===== config.mk =====
export PLATFORM = sky130hd
export DESIGN_NAME = afr_scale
export DESIGN_NICKNAME = d
export VERILOG_FILES = /design/src/rtl/afr_pkg.sv /design/src/rtl/afr_scale.sv
export SDC_FILE = /design/constraint.sdc
export NUM_CORES = 1
export LEC_CHECK = 0
export ABC_AREA = 0
export BUFFER_PORTS_ARGS = -buffer_cell sky130_fd_sc_hd__buf_4
export CORE_UTILIZATION = 60
export CTS_CLUSTER_SIZE = 8
export DETAILED_ROUTE_END_ITERATION = 8
export GPL_TIMING_DRIVEN = 0
export PLACE_DENSITY = 0.77
export SLEW_MARGIN = 25
export SYNTH_ARGS = -nofsm -noshare
export SYNTH_HDL_FRONTEND = slang
export SYNTH_SLANG_ARGS = --single-unit

===== constraint.sdc =====
create_clock -name clk -period 11.8 [get_ports clk]
set_clock_uncertainty 0.15 [all_clocks]
set_input_delay 2.36 -clock clk [delete_from_list [all_inputs] [get_ports clk]]
set_output_delay 2.36 -clock clk [all_outputs]
set_load 0.005 [all_outputs]

===== src/rtl/afr_pkg.sv =====
package afr_pkg;

  // Ring and staging chunk sizes.
  localparam int BUFFER_FRAMES = 4096;
  localparam int CHUNK_FRAMES  = 64;

  localparam int PTR_W   = (BUFFER_FRAMES > 1) ? $clog2(BUFFER_FRAMES) : 1;
  localparam int CHUNK_W = (CHUNK_FRAMES > 1) ? $clog2(CHUNK_FRAMES) : 1;
  localparam int COPY_W  = $clog2(CHUNK_FRAMES + 1);

  // Field widths.
  localparam int SAMPLE_W = 20;
  localparam int OUT_W    = 16;
  localparam int VOL_W    = 7;
  localparam int FILL_W   = 12;
  localparam int FRAME_W  = 2 * SAMPLE_W;

  // Configuration port.
  localparam int CFG_IDX_W  = 2;
  localparam int CFG_DATA_W = 7;

  localparam logic [CFG_IDX_W-1:0] CFG_VOLUME  = 2'd0;
  localparam logic [CFG_IDX_W-1:0] CFG_DISCARD = 2'd1;
  localparam logic [CFG_IDX_W-1:0] CFG_PAUSE   = 2'd2;

  localparam logic [VOL_W-1:0] VOLUME_RESET = 7'd100;

  // Request codes.
  localparam logic [1:0] REQ_WRITE = 2'd0;
  localparam logic [1:0] REQ_READ  = 2'd1;
  localparam logic [1:0] REQ_FLUSH = 2'd2;

  typedef struct packed {
    logic [1:0]                 req_type;
    logic signed [SAMPLE_W-1:0] in_left;
    logic signed [SAMPLE_W-1:0] in_right;
  } in_item_t;

  typedef struct packed {
    logic signed [OUT_W-1:0] out_left;
    logic signed [OUT_W-1:0] out_right;
    logic                    from_buffer;
    logic [FILL_W-1:0]       fill_level;
  } out_item_t;

endpackage


===== src/rtl/afr_scale.sv =====
// Volume scaling and s16 conversion of one Q4.16 sample, two register stages.
// The result is valid once the sample and volume have passed both register stages
// and stays valid while they hold.
module afr_scale import afr_pkg::*; (
  input  logic                       clk,
  input  logic signed [SAMPLE_W-1:0] sample,
  input  logic [VOL_W-1:0]           volume,
  output logic signed [OUT_W-1:0]    result
);

  // Full scale of sample * volume: 1.0 * 65536 * 100.
  localparam int PROD_W = SAMPLE_W + VOL_W + 1;
  localparam logic signed [PROD_W-1:0] UNITY = 28'sd6553600;
  localparam int M_W = 20;
  localparam int MAG_W = 23;
  // floor(2^20 / 25); the estimate it gives is low by at most one.
  localparam logic [15:0] RECIP25 = 16'd41943;

  logic signed [PROD_W-1:0] prod;
  logic [MAG_W-1:0]         mag;
  logic [MAG_W+15-1:0]      mag_pos;
  logic [M_W-1:0]           m_val;
  logic [M_W+16-1:0]        q_wide;
  logic                     neg, sat_lo, sat_hi;

  logic [M_W-1:0]           m_q;
  logic [OUT_W:0]           q0_q;
  logic                     neg_q, sat_lo_q, sat_hi_q;

  logic [M_W+1:0]           rem;
  logic [OUT_W:0]           q_fix;

  always_ff @(posedge clk) begin
    prod <= PROD_W'(sample) * PROD_W'($signed({1'b0, volume}));
  end

  always_comb begin
    neg     = prod[PROD_W-1];
    sat_lo  = (prod <= -UNITY);
    sat_hi  = (prod >= UNITY);
    mag     = neg ? MAG_W'(-prod) : MAG_W'(prod);
    // Positive side: p * 32767 / 6553600 = ((p * 32767) >> 18) / 25.
    // Negative side: |p| * 32768 / 6553600 = (|p| >> 3) / 25.
    mag_pos = ({mag, 15'd0}) - (MAG_W+15)'(mag);
    m_val   = neg ? M_W'(mag >> 3) : M_W'(mag_pos >> 18);
    q_wide  = m_val * RECIP25;
  end

  always_ff @(posedge clk) begin
    m_q      <= m_val;
    q0_q     <= (OUT_W+1)'(q_wide >> 20);
    neg_q    <= neg;
    sat_lo_q <= sat_lo;
    sat_hi_q <= sat_hi;
  end

  always_comb begin
    rem   = (M_W+2)'(m_q) - ((M_W+2)'(q0_q) * (M_W+2)'(25));
    q_fix = (rem >= (M_W+2)'(25)) ? q0_q + 1'b1 : q0_q;
    if (sat_lo_q) begin
      result = 16'sh8000;
    end else if (sat_hi_q) begin
      result = 16'sh7fff;
    end else if (neg_q) begin
      result = -$signed(OUT_W'(q_fix));
    end else begin
      result = $signed(OUT_W'(q_fix));
    end
  end

endmodule

==> run_results.csv, run 1 <==
group,metric,value,unit
outcome,status,"completed",
layout,diodes,0,
detailed_routing,dr.first_iter.drc_count,785,
yosys,synth-seq-cells,67,
cts,cts_tree,"built",
yosys,postSynthAreaPerCell,8.762,um2
die,die_w,176.0,um
yosys,syn-num-nets,2640,
cts,clkTransAtPathRegs,0.06,ns
cts,cts_htree_levels,3,
yosys,synthAdderAreaFrac,0.4727,
setup_path,cpPeakStageDelay,0.54,ns
timing,hold_viol_final,0,
timing,worst_pin_slew,1.098,ns
timing,min_period,11.08,ns
cts,cts_buffer_depth,2,
cts,cts_root_buffer,"clkbuf_16",
die,core_area,29720,um2
placement,dp_slack,0.5705,ns
detailed_routing,drcViolationCount,0,
detailed_routing,vias_per_cell,5.725,
die,die_h,176.0,um
detailed_routing,post_drt_wl_per_cell,17.41,um
yosys,muxShareOfSynthArea,0.006544,
placement,io_buffers,36,
layout,syn2layout_area_growth,6.689,%
timing,rsz0062_at_grt,"false",
timing,period_share,0.9391,
die,rows,63,
die,io_pins,44,
setup_path,worst-path-buf-inv,8,
timing,fin_setup_tns,0,ns
die,die_area,30970,um2
timing,max_freq,90.24,MHz
setup_path,cp_slowest_cell,"fa_1",
placement,gp_congestion,0.9601,
yosys,synth_top_family_by_area,"adder cells",
yosys,ys_top_cells_by_area,"fa_1, ha_1, inv_1",
setup_path,endpoint_kind,"flip-flop",
global_route,grt_pass1_vias,15120,
global_route,track_usage,0.2975,
setup_path,crit_fanout,11,
global_route,grt_overflow,0,
yosys,synth.largest_area_cell,"fa_1",
die,start_util,0.6112,
setup_path,required,11.88,ns
yosys,ys_seq_area_frac,0.07384,
yosys,synth-simple-area-share,0.1456,
global_route,antenna_found_initial,0,
setup_path,worst-endpoint-arrival,11.16,ns
setup_path,cpLargestDelayFamily,"adder cells",
timing,slew_viol_final,0,
detailed_routing,drtAntennaViolNets,0,
detailed_routing,wirelength,43.78,mm
run,drv_cap,0,
timing,slew_headroom,0.2658,
yosys,synth_edf_count,0,
cts,cts_setup_buffers,0,
detailed_routing,route.vias.total,14400,
yosys,synth_cell_types,91,
placement,dp_hpwl,36.95,mm
yosys,synth-xor-area-share,0.08053,
layout,layout-drive-gt1-share,0.05412,
cts,clkLatencyLatePin,0.34,ns
yosys,synth_compound_area_frac,0.1149,
yosys,synth-main-ff-cell,"dfxtp_1",
worst_hold_path,hp-class,"flip-flop to flip-flop",
global_route,grt_pass1_wl,73.35,mm
setup_path,worstSetupPathType,"flip-flop to flip-flop",
yosys,yosysWarnings,0,
cts,numCtsBuffers,9,
layout,fin_nets,2687,
timing,setup_violations,0,
yosys,ys_async_sr_fraction,0,
global_route,grt_max_degree,13,
cts,cts.sinks,67,
detailed_routing,dr.pass1.iters,5,
yosys,synth_top_area_frac,0.2689,
yosys,syn-cell-area,18160,um2
yosys,syn_inst,2073,
timing,setup_slack,0.7186,ns
setup_path,cp-start-kind,"flip-flop",
[Yosys cell counts, drive strengths merged (5+ instances only)]
master and instances:
or4 7, o211ai 6, nand2 114, o2111ai 6, nor4b 6, a2111oi 7, o31ai 11, and2 123
nor2b 17, nand3 31, xor2 64, a21boi 5, o21ai 47, a31oi 16, nand2b 15, a21o 35
a211oi 10, a311oi 5, buf 18, a41oi 6, clkbuf 39, nor3 35, xnor2 97, o21a 14
mux2i 7, or2 9, a21oi 69, o41ai 8, ha 295, dfxtp 67, nor4 14, and3 17
fa 244, inv 447, nand4 10, nor2 72, or3 12
[per-layer routing]
| layer | vias to the layer above | track usage | wire length (um) |
|---|---|---|---|
| met5 | - | 0 | 0 |
| met4 | 0 | 0.1308 | 1746 |
| met3 | 110 | 0.02821 | 1724 |
| met2 | 379 | 0.5642 | 23340 |
| met1 | 7081 | 0.3360 | 16960 |
| li1 | 6828 | - | - |
[worst register-to-register path: cells and delay by family (launching register included)]
family	cells	cell delay, ns
flops	1	0.29
fa+ha+maj	8	3.18
simple gates	10	2.43
compound gates	12	3.03
xor+xnor	4	0.93
buf+inv	8	0.93
[cell type report]
| class | instances | area, um2 |
|---|---|---|
| fillers | 2461 | 10340 |
| clock inverters | 6 | 136.4 |
| clock buffers | 10 | 239.0 |
| flip-flops and latches | 67 | 1341 |
| well taps | 390 | 488.0 |
| plain buffers | 57 | 244.0 |
| multi-input cells | 1501 | 14980 |
| inverters | 448 | 1682 |
| repair buffers | 36 | 270.3 |
[flip-flops by register name, indices dropped and copies added, names as in the netlist]
register  count
q0_q         16
sat_hi_q      1
prod         28
sat_lo_q      1
m_q          20
neg_q         1
[cells by family after synthesis]
logic type,count (synthesis)
buf+inv,505
compound gates,294
flops,67
fa+ha+maj,540
mux,11
simple gates,495
xor+xnor,161
[what timing repair did]
item | CTS | global route
hold buffers | 0 | 0
endpoints found under the setup margin | 0 | 3
resized for setup | 0 | 10
[worst paths after layout]
kind / slack (ns) / endpoint / startpoint / cells after the start
worst max-delay path: 0.72 / q0_q[15] / prod[8] / 42
worst min-delay path: 0.34 / neg_q / prod[27] / 0
worst max register to register: 0.72 / q0_q[15] / prod[8] / 42
worst min register to register: 0.34 / neg_q / prod[27] / 0
[placed cells by master (no fill, tap or decap), drive strengths merged, types with 17 or more instances in the layout]
master	count
a21o	35
a21oi	69
and2	123
and3	17
buf	54
clkbuf	49
dfxtp	67
fa	244
ha	295
inv	447
nand2	114
nand3	31
nor2	72
nor2b	17
nor3	35
o21ai	47
xnor2	97
xor2	64
[per-stage QoR]
step | hold slack [ns] | area [um2] | util | instances
after CTS | 0.3285 | 19310 | 0.6499 | 2515
final | 0.3359 | 19380 | 0.6521 | 2515
after global routing | 0.3201 | 19380 | 0.6521 | 2515
after floorplan | 0.1790 | 18160 | - | 2073
after detailed placement | 0.3150 | 18940 | 0.6372 | 2499
after global placement | 0.3119 | 18920 | 0.6367 | 2499
Power of run 1 is not shown: default switching activity piles up to over one toggle a cycle in this logic, so the estimate is an artifact.
==> run 2: changes to the inputs <==
--- a/config.mk
+++ b/config.mk
@@ -7,6 +7,7 @@
 export LEC_CHECK = 0
 export ABC_AREA = 0
 export BUFFER_PORTS_ARGS = -buffer_cell sky130_fd_sc_hd__buf_4
+export CORE_ASPECT_RATIO = 0.6
 export CORE_UTILIZATION = 60
 export CTS_CLUSTER_SIZE = 8
 export DETAILED_ROUTE_END_ITERATION = 8
==> run 2 against run 1 <==
Effect of this change:
- flip-flop and latch count did not move
- sequential share of layout area barely moved
- wire length rose by 5.9%
- final cell count rose by 0.48%
- die area barely moved
- non-clock buffer count rose by 2
- register-to-register slack got worse by 0.07 ns
==> run_results.csv, run 2 (synthesized netlist as in run 1, its figures left out) <==
group,metric,value,unit
die,rows,48,
timing,slew_headroom,0.2822,
layout,fin_area,19420,um2
cts,clkTransAtPathRegs,0.06,ns
timing,worst_pin_slew,1.069,ns
cts,numCtsBuffers,9,
setup_path,endpoint_kind,"flip-flop",
cts,cts_buffer_depth,2,
detailed_routing,drcViolationCount,0,
setup_path,cpLargestDelayFamily,"adder cells",
timing,min_period,11.16,ns
placement,place_area,18980,um2
detailed_routing,route.met3.wl,5.035,mm
die,die_w,226.6,um
cts,cts_root_buffer,"clkbuf_16",
placement,dp_hpwl,39.35,mm
detailed_routing,top_layer,"met4",
cts,cts_tree,"built",
die,start_util,0.6210,
layout,mostFrequentLayoutCell,"inv_1",
die,die_area,31000,um2
layout,regMostFlops,"prod",
layout,largestRegisters,"prod (28), m_q (20), q0_q (16)",
worst_hold_path,hp-class,"flip-flop to flip-flop",
setup_path,crit_fanout,11,
detailed_routing,dr.pass1.iters,5,
timing,slew_viol_final,0,
global_route,grt_pass1_vias,14340,
outcome,status,"completed",
layout,fin_nets,2689,
setup_path,worst-endpoint-arrival,11.27,ns
detailed_routing,drtAntennaViolNets,0,
layout,syn2layout_area_growth,6.909,%
setup_path,required,11.92,ns
layout,diodes,0,
layout,final_cell_mix,"inv_1, ha_1, fa_1",
setup_path,cpPeakStageDelay,0.72,ns
detailed_routing,dr.first_iter.drc_count,1425,
placement,io_buffers,36,
die,core_area,29250,um2
global_route,grt_pass1_wl,75.13,mm
setup_path,worst-path-buf-inv,4,
cts,cts.sinks,67,
layout,multi_input_area,15050,um2
cts,clkLatencyLatePin,0.35,ns
setup_path,worstSetupPathType,"flip-flop to flip-flop",
setup_path,cp_slowest_cell,"or4_1",
layout,largest_register_ffs,28,
die,io_pins,44,
timing,hold_viol_final,0,
global_route,grt_max_degree,14,
detailed_routing,route.vias.total,14570,
timing,period_share,0.9454,
detailed_routing,wl_met1,22.87,mm
setup_path,cp-start-kind,"flip-flop",
placement,gp_congestion,0.9599,
die,die_h,136.8,um
cts,cts_htree_levels,3,
detailed_routing,post_drt_wl_per_cell,18.34,um
detailed_routing,wirelength,46.34,mm
timing,setup_violations,0,
timing,max_freq,89.64,MHz
run,drv_cap,0,
layout,layout-drive-gt1-share,0.05924,
global_route,track_usage,0.3148,
detailed_routing,wl_met2,18.00,mm
layout,regArea,1341,um2
detailed_routing,vias_per_cell,5.766,
layout,fillCellCount,2415,
global_route,grt_overflow,0,
global_route,antenna_found_initial,0,
==> run 2: area by class of cell <==
class | count | share of cell area
Clock inverter | 6 | 0.003737
Tap cell | 400 | 0.02577
Inverter | 448 | 0.08660
Multi-Input combinational cell | 1501 | 0.7748
Sequential cell | 67 | 0.06907
Clock buffer | 10 | 0.01231
Buffer | 56 | 0.01244
Timing Repair Buffer | 39 | 0.01527
==> run 2: timing repair <==
action | 4_1_cts | 5_1_grt
hold buffers | 0 | 0
buffers inserted | 0 | 2
resized for setup | 0 | 19
setup endpoints to repair | 0 | 6
==> run 2: metrics by stage <==
| step | hold slack, ns | utilization | setup TNS [ns] | worst slack (ns) | std cells |
|---|---|---|---|---|---|
| 3_5_place_dp | 0.2586 | 0.6488 | 0 | 0.3665 | 2510 |
| 3_3_place_gp | 0.2606 | 0.6474 | 0 | 0.2932 | 2509 |
| 5_1_grt | 0.5033 | 0.6639 | -0.006555 | -0.006555 | 2527 |
| 6_report | 0.4691 | 0.6639 | 0 | 0.6447 | 2527 |
| 4_1_cts | 0.2737 | 0.6594 | 0 | 0.2903 | 2526 |
| 2_1_floorplan | 0.1790 | - | 0 | 2.491 | 2073 |
==> run 2: final timing paths <==
check	depth (start not counted)	start	slack (ns)	end
max	36	prod[5]	0.64	q0_q[15]
min	2	prod[21]	0.47	sat_hi_q
max reg2reg	36	prod[5]	0.64	q0_q[15]
min reg2reg	2	prod[21]	0.47	sat_hi_q
==> run 2: per-layer routing <==
layer / vias up / GRT usage
met5: - / 0
met1: 7125 / 0.4921
li1: 6821 / -
met2: 584 / 0.4271
met3: 40 / 0.09253
met4: 0 / 0.04580
==> run 2: worst register-to-register path: cells and delay by family (launching register included) <==
family	cells	cell delay, ns
AO/OA/AOI/OAI	9	3.15
XOR/XNOR	3	0.94
adder cells (fa/ha/maj)	8	3.39
buffers and inverters	4	0.70
flip-flops	1	0.30
AND/OR/NAND/NOR	12	2.44
Power of run 2 is left out for the same reason.
==> run 3: changes to the inputs <==
--- a/config.mk
+++ b/config.mk
@@ -7,12 +7,15 @@
 export LEC_CHECK = 0
 export ABC_AREA = 0
 export BUFFER_PORTS_ARGS = -buffer_cell sky130_fd_sc_hd__buf_4
+export CELL_PAD_IN_SITES_DETAIL_PLACEMENT = 0
+export CELL_PAD_IN_SITES_GLOBAL_PLACEMENT = 1
 export CORE_ASPECT_RATIO = 0.6
-export CORE_UTILIZATION = 60
+export CORE_UTILIZATION = 51
 export CTS_CLUSTER_SIZE = 8
 export DETAILED_ROUTE_END_ITERATION = 8
 export GPL_TIMING_DRIVEN = 0
-export PLACE_DENSITY = 0.77
+export HOLD_SLACK_MARGIN = 0.03
+export PLACE_DENSITY_LB_ADDON = 0.1
 export SLEW_MARGIN = 25
 export SYNTH_ARGS = -nofsm -noshare
 export SYNTH_HDL_FRONTEND = slang
==> run 3 against run 2 <==
Effect of this change:
- global-route usage decreased by 4.2 points
- cell area increased by 0.25%
- via count decreased by 2.4%
- register-to-register slack got worse by 0.09 ns
- die area increased by 17%
- setup slack got worse by 0.092 ns
- highest routed layer unchanged
==> run_results.csv, run 3 (synthesized netlist as in run 1, its figures left out) <==
group,metric,value,unit
global_route,grt_overflow,0,
timing,hold_viol_final,0,
cts,cts_htree_levels,3,
global_route,track_usage,0.2730,
layout,layout-drive-gt1-share,0.05871,
layout,largestRegisters,"prod (28), m_q (20), q0_q (16)",
placement,place_area,19060,um2
detailed_routing,route.vias.total,14220,
setup_path,worst-endpoint-arrival,11.34,ns
setup_path,cpPeakStageDelay,0.79,ns
setup_path,cp-start-kind,"flip-flop",
detailed_routing,drtAntennaViolNets,0,
detailed_routing,dr.pass1.iters,6,
die,die_area,36400,um2
timing,slew_viol_final,0,
setup_path,cp_common_cell,"fa_1",
cts,cts_tree,"built",
layout,fin_nets,2691,
timing,period_share,0.9532,
detailed_routing,wirelength,47.60,mm
placement,dp_hpwl,40.72,mm
detailed_routing,vias_per_cell,5.476,
run,drv_cap,0,
timing,fin_setup_tns,0,ns
layout,fin_cells,2596,
layout,regMostFlops,"prod",
global_route,grt_pass1_vias,13820,
die,die_w,245.6,um
setup_path,crit_fanout,10,
global_route,antenna_found_initial,0,
cts,clkTransAtPathRegs,0.06,ns
cts,cts.sinks,67,
cts,numCtsBuffers,9,
detailed_routing,post_drt_wl_per_cell,18.34,um
layout,syn2layout_area_growth,7.178,%
die,core_area,35010,um2
die,start_util,0.5188,
setup_path,r2r_slack,0.55,ns
timing,min_period,11.25,ns
global_route,grt_pass1_wl,76.43,mm
worst_hold_path,hp-class,"flip-flop to flip-flop",
placement,io_buffers,36,
outcome,status,"completed",
placement,dp.cells,2577,
detailed_routing,dr.first_iter.drc_count,1000,
timing,slew_headroom,0.3273,
cts,clkLatencyLatePin,0.35,ns
timing,rsz0062_at_grt,"false",
timing,worst_pin_slew,1.008,ns
placement,gp_congestion,0.9342,
die,rows,53,
die,die_h,148.2,um
layout,fillCellCount,3364,
layout,mostFrequentLayoutCell,"inv_1",
setup_path,endpoint_kind,"flip-flop",
setup_path,worstSetupPathType,"flip-flop to flip-flop",
global_route,grt_max_degree,14,
setup_path,cp_slowest_cell,"xor2_2",
layout,fin_area,19470,um2
setup_path,required,11.90,ns
layout,final_cell_mix,"inv_1, ha_1, fa_1",
timing,max_freq,88.91,MHz
detailed_routing,drcViolationCount,0,
die,io_pins,44,
cts,cts_root_buffer,"clkbuf_16",
layout,diodes,0,
layout,largest_register_ffs,28,
cts,cts_buffer_depth,2,
timing,setup_violations,0,
-- run 3: final timing paths --
kind              startpoint        to  cells after the start
setup / recovery    prod[27]  q0_q[15]                     35
hold / removal      prod[27]     neg_q                      0
setup reg to reg    prod[27]  q0_q[15]                     35
hold reg to reg     prod[27]     neg_q                      0
-- run 3: critical path: cells and delay by family, from the launching register on --
family                   cells  cell delay, ns
flip-flops                   1            0.45
XOR/XNOR                     3            1.27
adder cells (fa/ha/maj)      8            3.35
buffers and inverters        8            2.05
AO/OA/AOI/OAI                9            1.89
AND/OR/NAND/NOR              7            1.94
-- run 3: repair_timing --
item	4_1_cts	5_1_grt
buffers inserted	0	3
hold buffers	0	0
endpoints found under the hold margin	0	0
endpoints found under the setup margin	0	7
resized for setup	0	14
-- run 3: final cells by class --
type | count | area (um2) | area share
Multi-Input combinational cell | 1501 | 15000 | 0.7705
Inverter | 448 | 1682 | 0.08638
Sequential cell | 67 | 1341 | 0.06890
Tap cell | 467 | 584.3 | 0.03001
Timing Repair Buffer | 40 | 304.0 | 0.01562
Buffer | 57 | 246.5 | 0.01266
Clock buffer | 10 | 239.0 | 0.01228
Clock inverter | 6 | 70.07 | 0.003599
-- run 3: metrics by stage --
stage	hold WS [ns]	utilization	setup slack, ns
final	0.3035	0.5560	0.5527
after global routing	0.2931	0.5560	0.05217
after global placement	0.2788	0.5432	-0.01311
after floorplan	0.1790	-	2.491
after CTS	0.2808	0.5533	0.08082
after detailed placement	0.2717	0.5445	0.1197
-- run 3: layer usage --
| metal | vias to the layer above | GRT usage | wire length (um) |
|---|---|---|---|
| met2 | 368 | 0.3534 | 17320 |
| li1 | 6814 | - | - |
| met3 | 22 | 0.05973 | 3824 |
| met5 | - | 0 | 0 |
| met1 | 7011 | 0.4560 | 26160 |
| met4 | 0 | 0.03199 | 301 |
Power of run 3 is left out for the same reason.
